File: src/rtl/core/msq_pkg.sv
package msq_pkg;

	// Operation codes carried by a request
	typedef enum logic [1:0] {
		OP_TICK  = 2'd0,
		OP_LOAD  = 2'd1,
		OP_START = 2'd2,
		OP_TONE  = 2'd3
	} op_t;

	// One stored note: duration in the upper half, frequency in the lower half
	typedef struct packed {
		logic [15:0] dur;
		logic [15:0] freq;
	} note_t;

	localparam int unsigned NOTE_W = $bits(note_t);

	typedef struct packed {
		op_t         operation;
		logic [2:0]  note_slot;
		logic [15:0] note_freq;
		logic [15:0] note_duration;
		logic [3:0]  melody_length;
	} item_t;

	typedef struct packed {
		logic [15:0] tone_freq;
		logic        melody_playing;
		logic        tone_timed;
		logic [2:0]  current_note;
	} result_t;

	localparam logic [15:0] ELAPSED_MAX = 16'hFFFF;

endpackage

File: src/rtl/core/msq_ram.sv
module msq_ram import msq_pkg::*; #(
	parameter int unsigned WIDTH = 32,
	parameter int unsigned DEPTH = 8,
	parameter int unsigned AW    = (DEPTH > 1) ? $clog2(DEPTH) : 1
) (
	input  logic             clk,
	input  logic             we,
	input  logic [AW-1:0]    waddr,
	input  logic [WIDTH-1:0] wdata,
	input  logic [AW-1:0]    raddr,
	output logic [WIDTH-1:0] rdata
);

	logic [WIDTH-1:0] mem [DEPTH];

	// Write port
	always_ff @(posedge clk) begin
		if (we) begin
			mem[waddr] <= wdata;
		end
	end

	// Registered read, old data on a same-address write
	always_ff @(posedge clk) begin
		rdata <= mem[raddr];
	end

endmodule

File: src/rtl/core/melody_note_sequencer_top.sv
// Channel  | Direction | Handshake                   | Payload
// item     | in        | item_valid / item_ready     | item_t   (operation, slot, freq, dur, len)
// result   | out       | result_valid / result_ready | result_t (state after the request)
//
// Every request is executed in the cycle it is accepted; one per cycle sustained
// while result_ready keeps the skid entry empty. The note store is a one-port-read
// RAM; the note after the current one is prefetched, and a write to that slot is
// bypassed around the RAM. Results go to an output register with one skid entry;
// item_ready drops only when both hold a result. Reset clears all control state;
// the store holds whatever was last written.
module melody_note_sequencer_top import msq_pkg::*; #(
	parameter int unsigned MAX_NOTES = 8
) (
	input  logic    clk,
	input  logic    arst_n,
	input  logic    item_valid,
	output logic    item_ready,
	input  item_t   item,
	output logic    result_valid,
	input  logic    result_ready,
	output result_t result
);

	localparam int unsigned IW = (MAX_NOTES > 1) ? $clog2(MAX_NOTES) : 1;
	localparam int unsigned CW = $clog2(MAX_NOTES + 1);

	// Sequencer state
	logic [CW-1:0] count_q,   count_d;
	logic [IW-1:0] idx_q,     idx_d;
	logic [15:0]   elapsed_q, elapsed_d;
	logic          melody_q,  melody_d;
	logic          tone_q,    tone_d;
	logic [15:0]   remain_q,  remain_d;
	logic [15:0]   drive_q,   drive_d;
	logic [15:0]   cur_dur_q, cur_dur_d;
	note_t         slot0_q;

	// Store access
	logic          push;
	logic          wr_en;
	logic [IW-1:0] wr_addr;
	note_t         wr_note;
	logic [IW-1:0] rd_addr;
	logic [CW-1:0] rd_next;
	logic [NOTE_W-1:0] rd_data;
	logic          byp_hit_q;
	note_t         byp_note_q;
	note_t         nxt_note;

	// Tick helpers
	logic [CW-1:0] idx_inc;
	logic [15:0]   el_inc;
	logic [15:0]   rem_dec;
	logic [CW-1:0] len_sat;

	// Output queue
	result_t res;
	result_t out_q, skid_q;
	logic    out_valid_q, skid_valid_q;

	assign item_ready   = !skid_valid_q;
	assign push         = item_valid && item_ready;
	assign result_valid = out_valid_q;
	assign result       = out_q;

	// Note after the current one, bypassing a write from the previous cycle
	assign nxt_note = byp_hit_q ? byp_note_q : note_t'(rd_data);

	assign wr_note = '{dur: item.note_duration, freq: item.note_freq};
	assign wr_addr = IW'(item.note_slot);
	assign wr_en   = push && (item.operation == OP_LOAD) && (32'(item.note_slot) < MAX_NOTES);

	assign idx_inc = CW'(idx_q) + CW'(1);
	assign el_inc  = (elapsed_q < ELAPSED_MAX) ? elapsed_q + 16'd1 : elapsed_q;
	assign rem_dec = (remain_q != 16'd0) ? remain_q - 16'd1 : remain_q;
	assign len_sat = (32'(item.melody_length) > MAX_NOTES) ? CW'(MAX_NOTES)
	                                                       : CW'(item.melody_length);

	// Execute the accepted request
	always_comb begin
		count_d   = count_q;
		idx_d     = idx_q;
		elapsed_d = elapsed_q;
		melody_d  = melody_q;
		tone_d    = tone_q;
		remain_d  = remain_q;
		drive_d   = drive_q;
		cur_dur_d = cur_dur_q;
		if (push) begin
			case (item.operation)
				OP_TICK: begin
					remain_d = rem_dec;
					if (melody_q) begin
						elapsed_d = el_inc;
						if (el_inc >= cur_dur_q) begin
							if (idx_inc >= count_q) begin
								melody_d = 1'b0;
								idx_d    = '0;
								drive_d  = '0;
							end else begin
								idx_d     = IW'(idx_inc);
								drive_d   = nxt_note.freq;
								cur_dur_d = nxt_note.dur;
								elapsed_d = '0;
							end
						end
					end else if (tone_q && rem_dec == 16'd0) begin
						drive_d = '0;
						tone_d  = 1'b0;
					end
				end
				OP_LOAD: begin
					// Keep the cached duration of the current note coherent
					if (wr_en && wr_addr == idx_q) begin
						cur_dur_d = item.note_duration;
					end
				end
				OP_START: begin
					idx_d     = '0;
					elapsed_d = '0;
					count_d   = len_sat;
					if (len_sat == '0) begin
						melody_d = 1'b0;
						drive_d  = '0;
					end else begin
						melody_d  = 1'b1;
						drive_d   = slot0_q.freq;
						cur_dur_d = slot0_q.dur;
					end
				end
				OP_TONE: begin
					drive_d  = item.note_freq;
					tone_d   = 1'b1;
					remain_d = item.note_duration;
				end
				default: begin
					drive_d = drive_q;
				end
			endcase
		end
	end

	// Prefetch the note after the next-state index
	always_comb begin
		rd_next = CW'(idx_d) + CW'(1);
		if (32'(rd_next) >= MAX_NOTES) begin
			rd_addr = '0;
		end else begin
			rd_addr = IW'(rd_next);
		end
	end

	assign res = '{
		tone_freq:      drive_d,
		melody_playing: melody_d,
		tone_timed:     tone_d,
		current_note:   melody_d ? 3'(idx_d) : 3'd0
	};

	msq_ram #(
		.WIDTH (NOTE_W),
		.DEPTH (MAX_NOTES)
	) u_store (
		.clk   (clk),
		.we    (wr_en),
		.waddr (wr_addr),
		.wdata (wr_note),
		.raddr (rd_addr),
		.rdata (rd_data)
	);

	// Hold sequencer state
	always_ff @(posedge clk or negedge arst_n) begin
		if (!arst_n) begin
			count_q   <= '0;
			idx_q     <= '0;
			elapsed_q <= '0;
			melody_q  <= 1'b0;
			tone_q    <= 1'b0;
			remain_q  <= '0;
			drive_q   <= '0;
			byp_hit_q <= 1'b0;
		end else begin
			count_q   <= count_d;
			idx_q     <= idx_d;
			elapsed_q <= elapsed_d;
			melody_q  <= melody_d;
			tone_q    <= tone_d;
			remain_q  <= remain_d;
			drive_q   <= drive_d;
			byp_hit_q <= wr_en && (wr_addr == rd_addr);
		end
	end

	// Cached note data, valid only once written
	always_ff @(posedge clk) begin
		cur_dur_q  <= cur_dur_d;
		byp_note_q <= wr_note;
		if (wr_en && wr_addr == '0) begin
			slot0_q <= wr_note;
		end
	end

	// Output register with one skid entry
	always_ff @(posedge clk or negedge arst_n) begin
		if (!arst_n) begin
			out_valid_q  <= 1'b0;
			skid_valid_q <= 1'b0;
		end else if (!out_valid_q || result_ready) begin
			out_valid_q  <= skid_valid_q || push;
			skid_valid_q <= 1'b0;
		end else if (push) begin
			skid_valid_q <= 1'b1;
		end
	end

	always_ff @(posedge clk) begin
		if (!out_valid_q || result_ready) begin
			out_q <= skid_valid_q ? skid_q : res;
		end else if (push) begin
			skid_q <= res;
		end
	end

endmodule
File: config.mk
export PLATFORM = sky130hd
export DESIGN_NAME = melody_note_sequencer_top
export DESIGN_NICKNAME = d
export VERILOG_FILES = /design/src/rtl/core/msq_pkg.sv /design/src/rtl/core/msq_ram.sv /design/src/rtl/core/melody_note_sequencer_top.sv
export SDC_FILE = /design/constraint.sdc
export NUM_CORES = 1
export LEC_CHECK = 0
export BUFFER_PORTS_ARGS = -buffer_cell sky130_fd_sc_hd__buf_2
export CAP_MARGIN = 0
export CORE_MARGIN = 2
export CORE_UTILIZATION = 40
export DETAILED_ROUTE_END_ITERATION = 16
export PLACE_DENSITY_LB_ADDON = 0.15
export SLEW_MARGIN = 20
export SYNTH_ARGS = -nofsm -noshare
export SYNTH_HDL_FRONTEND = slang
export SYNTH_SLANG_ARGS = --single-unit
File: constraint.sdc
create_clock -name clk -period 8.82 [get_ports clk]
set_input_delay 2.646 -clock clk [delete_from_list [all_inputs] [get_ports clk]]
set_output_delay 2.646 -clock clk [all_outputs]
set_load 0.005 [all_outputs]
==> flow_metrics.env <==
export IMPL_synthAdderAreaFrac=0.0166
export IMPL_arrival_ns=7.76
export IMPL_synth_edf_count=346
export IMPL_finalCriticalPeriod_ns=7.32
export IMPL_cts_max_level=2
export IMPL_die_h_um=234
export IMPL_rsz0062_at_grt="false"
export IMPL_status="finished clean"
export IMPL_critPathMaxFanout=32
export IMPL_max_slew_margin=0.340
export IMPL_overflow=0
export IMPL_synthXorXnorAreaFrac=0.00912
export IMPL_grt_pass1_vias=13600
export IMPL_start_util=0.403
export IMPL_finalCritPeriodShare=0.830
export IMPL_fin_tns_setup_ns=0
export IMPL_drive_above_1_share=0.153
export IMPL_post_cts_setup_buffers=0
export IMPL_synth_compound_area_frac=0.157
export IMPL_grt_start_max_net_pins=95
export IMPL_drv_cap=0
export IMPL_postLayoutCoreUtil=0.456
export IMPL_synthMuxAreaShare=0.0560
export IMPL_drtPass1Iterations=5
export IMPL_synth_top_family_by_area="compound AO/OA/AOI/OAI gates"
export IMPL_fin_worst_skew_ns=0.0196
export IMPL_ys_ff_latch=470
export IMPL_ir_worst_vdd_mv=0.138
export IMPL_viasPerCell=5.66
export IMPL_die_x_um=234
export IMPL_syn_area_sq_mm=0.0211
export IMPL_startpoint_type="flip-flop"
export IMPL_clockBufferDepth=3
export IMPL_holdCritPathClass="reg2reg"
export IMPL_first_iter_violations=1205
export IMPL_clkSinkCount=470
export IMPL_final_cell_mix="edfxtp_1, nand2_1, o21ai_0, inv_1, a21oi_1"
export IMPL_m1WireLength_mm=25.7
export IMPL_wire_per_inst_um=21.6
export IMPL_grt_pass1_wl_mm=83.0
export IMPL_synth_cell_types=66
export IMPL_yosys_area_share_simple=0.0995
export IMPL_path_clk_slew_ns=0.06
export IMPL_leakagePower_uw=0.00888
export IMPL_rows=84
export IMPL_finalMaxSlewViolations=0
export IMPL_cp_required_ns=9.26
export IMPL_vias=14300
export IMPL_wl_met3_mm=3.01
export IMPL_synth_nets=1829
export IMPL_post_route_drc_count=0
export IMPL_track_usage=0.198
export IMPL_core_area_sq_mm=0.0524
export IMPL_fmax_mhz=137
export IMPL_wl_mm=54.4
export IMPL_hold_violations=0
export IMPL_synth_top_flop_cell="edfxtp_1"
export IMPL_clk_latency_ns=0.60
export IMPL_seq_area_frac_synth=0.623
export IMPL_end_kind="flip-flop"
export IMPL_synth_cells=1756
export IMPL_synthArstFlopShare=0.128
export IMPL_numCtsBuffers=51
export IMPL_final_common_cell="edfxtp_1"
export IMPL_criticalPathCategory="reg2reg"
export IMPL_place_congestion=0.872
export IMPL_antenna_left=0
export IMPL_setup_viol=0
export IMPL_clockRootBuffer="clkbuf_16"
export IMPL_final_nets=1861
export IMPL_area_growth_pct=13.3
export IMPL_io_pins=68
export IMPL_cts_resized=0
export IMPL_setup_ws_ns=1.50
export IMPL_antenna_found_initial=5
export IMPL_portBuffers=67
export IMPL_pwr_density_cell_mw_per_mm2=206
export IMPL_place_ws_ns=1.53
export IMPL_cts_tree="yes"
export IMPL_die_area_sq_mm=0.0547
export IMPL_dr_wl_met2_mm=24.9
export IMPL_hpwl_mm=31.9
export IMPL_avgSynthCellArea_sq_um=12.0
export IMPL_ys_warn_count=0
export IMPL_worstMarginPinSlew_ns=0.970
export IMPL_cts_hold_buf=0
export IMPL_top_layer="met5"
==> through the flow <==
stage                     power, uW  hold slack [ns]  cells  instance area, sq um
after CTS                      4990            0.517   2519                 23900
after detailed placement       2810            0.503   2423                 22200
after global routing           5120            0.529   2520                 23900
final                          4940            0.512   2520                 23900
after global placement         2800            0.480   2423                 22200
after floorplan                2690            0.450   1756                 21100
==> flip-flops by register name (all words and copies together), names as in the netlist, 21 cells and up <==
signal and count:
u_store.mem 256, skid_q 21, byp_note_q 32, slot0_q 32, u_store.rdata 32, result 21
==> routing by layer <==
metal  up-vias  global-route usage
li1       6699                   -
met1      7091               0.290
met2       401               0.310
met3        66              0.0316
met4         4              0.0447
met5         -                   0
==> cell families after synthesis <==
kind of cell	after synthesis
xor+xnor	22
mux	98
flops	470
compound gates	480
fa+ha+maj	28
simple gates	454
buf+inv	204
==> synthesized netlist by cell type (all sizes together), types with 7 or more instances <==
master	instances	area, sq um
a211oi	19	143
a21o	32	240
a21oi	75	375
a22o	24	210
a22oi	24	180
a31oi	33	206
a32oi	32	280
and2	8	50.1
and3	38	243
buf	25	145
clkbuf	98	368
dfrtp	60	1500
dfxtp	64	1280
edfxtp	346	10400
ha	28	350
inv	80	300
mux2	75	950
mux2i	23	234
nand2	225	845
nand2b	13	81.3
nand3	45	225
nand4	7	43.8
nor2	54	203
nor2b	20	125
nor3	16	80.1
nor4	8	50.1
o211ai	65	488
o21ai	98	490
o311ai	47	412
xnor2	16	140
==> path summary, 6_finish.rpt <==
check / startpoint / end / slack, ns / depth (start not counted)
max in group asynchronous: arst_n / byp_hit_q / 5.96 / 2
hold / removal: count_q[3] / count_q[3] / 0.51 / 1
min in group asynchronous: arst_n / elapsed_q[11] / 2.23 / 2
hold reg to reg: count_q[3] / count_q[3] / 0.51 / 1
setup / recovery: elapsed_q[2] / u_store.rdata[1] / 1.50 / 21
setup reg to reg: elapsed_q[2] / u_store.rdata[1] / 1.50 / 21
==> critical path: stages, from the launching register on <==
cell,delay [ns]
dfrtp_1,0.43
nand4_1,0.15
nor4_1,0.45
nand4_1,0.46
and4_1,0.42
nand3_1,0.18
nor2_1,0.10
xor2_1,0.15
ha_1,0.30
nand2_1,0.06
or4_1,0.54
o31a_1,0.32
and2_1,0.21
or3_1,0.37
o22ai_2,0.54
ha_4,0.48
a31oi_1,0.12
mux2i_4,0.77
buf_4,0.43
mux2_2,0.37
a32oi_1,0.16
o311ai_1,0.12
==> power by group <==
| part | internal, uW | switching [uW] | total (uW) | leakage (uW) |
|---|---|---|---|---|
| registers | 2460 | 41.5 | 2500 | 0.00444 |
| clock network | 1300 | 880 | 2180 | 0.000838 |
| logic | 90.8 | 171 | 262 | 0.00360 |
==> cell type report <==
class,instances,area (sq um)
clock buffers,75,1500
multi-input cells,1082,7260
flip-flops and latches,470,13200
fillers,4768,28500
clock inverters,21,220
inverters,81,305
well taps,688,861
repair buffers,102,611
diodes,1,2.50
No activity file was read; power rests on OpenSTA's default activity.
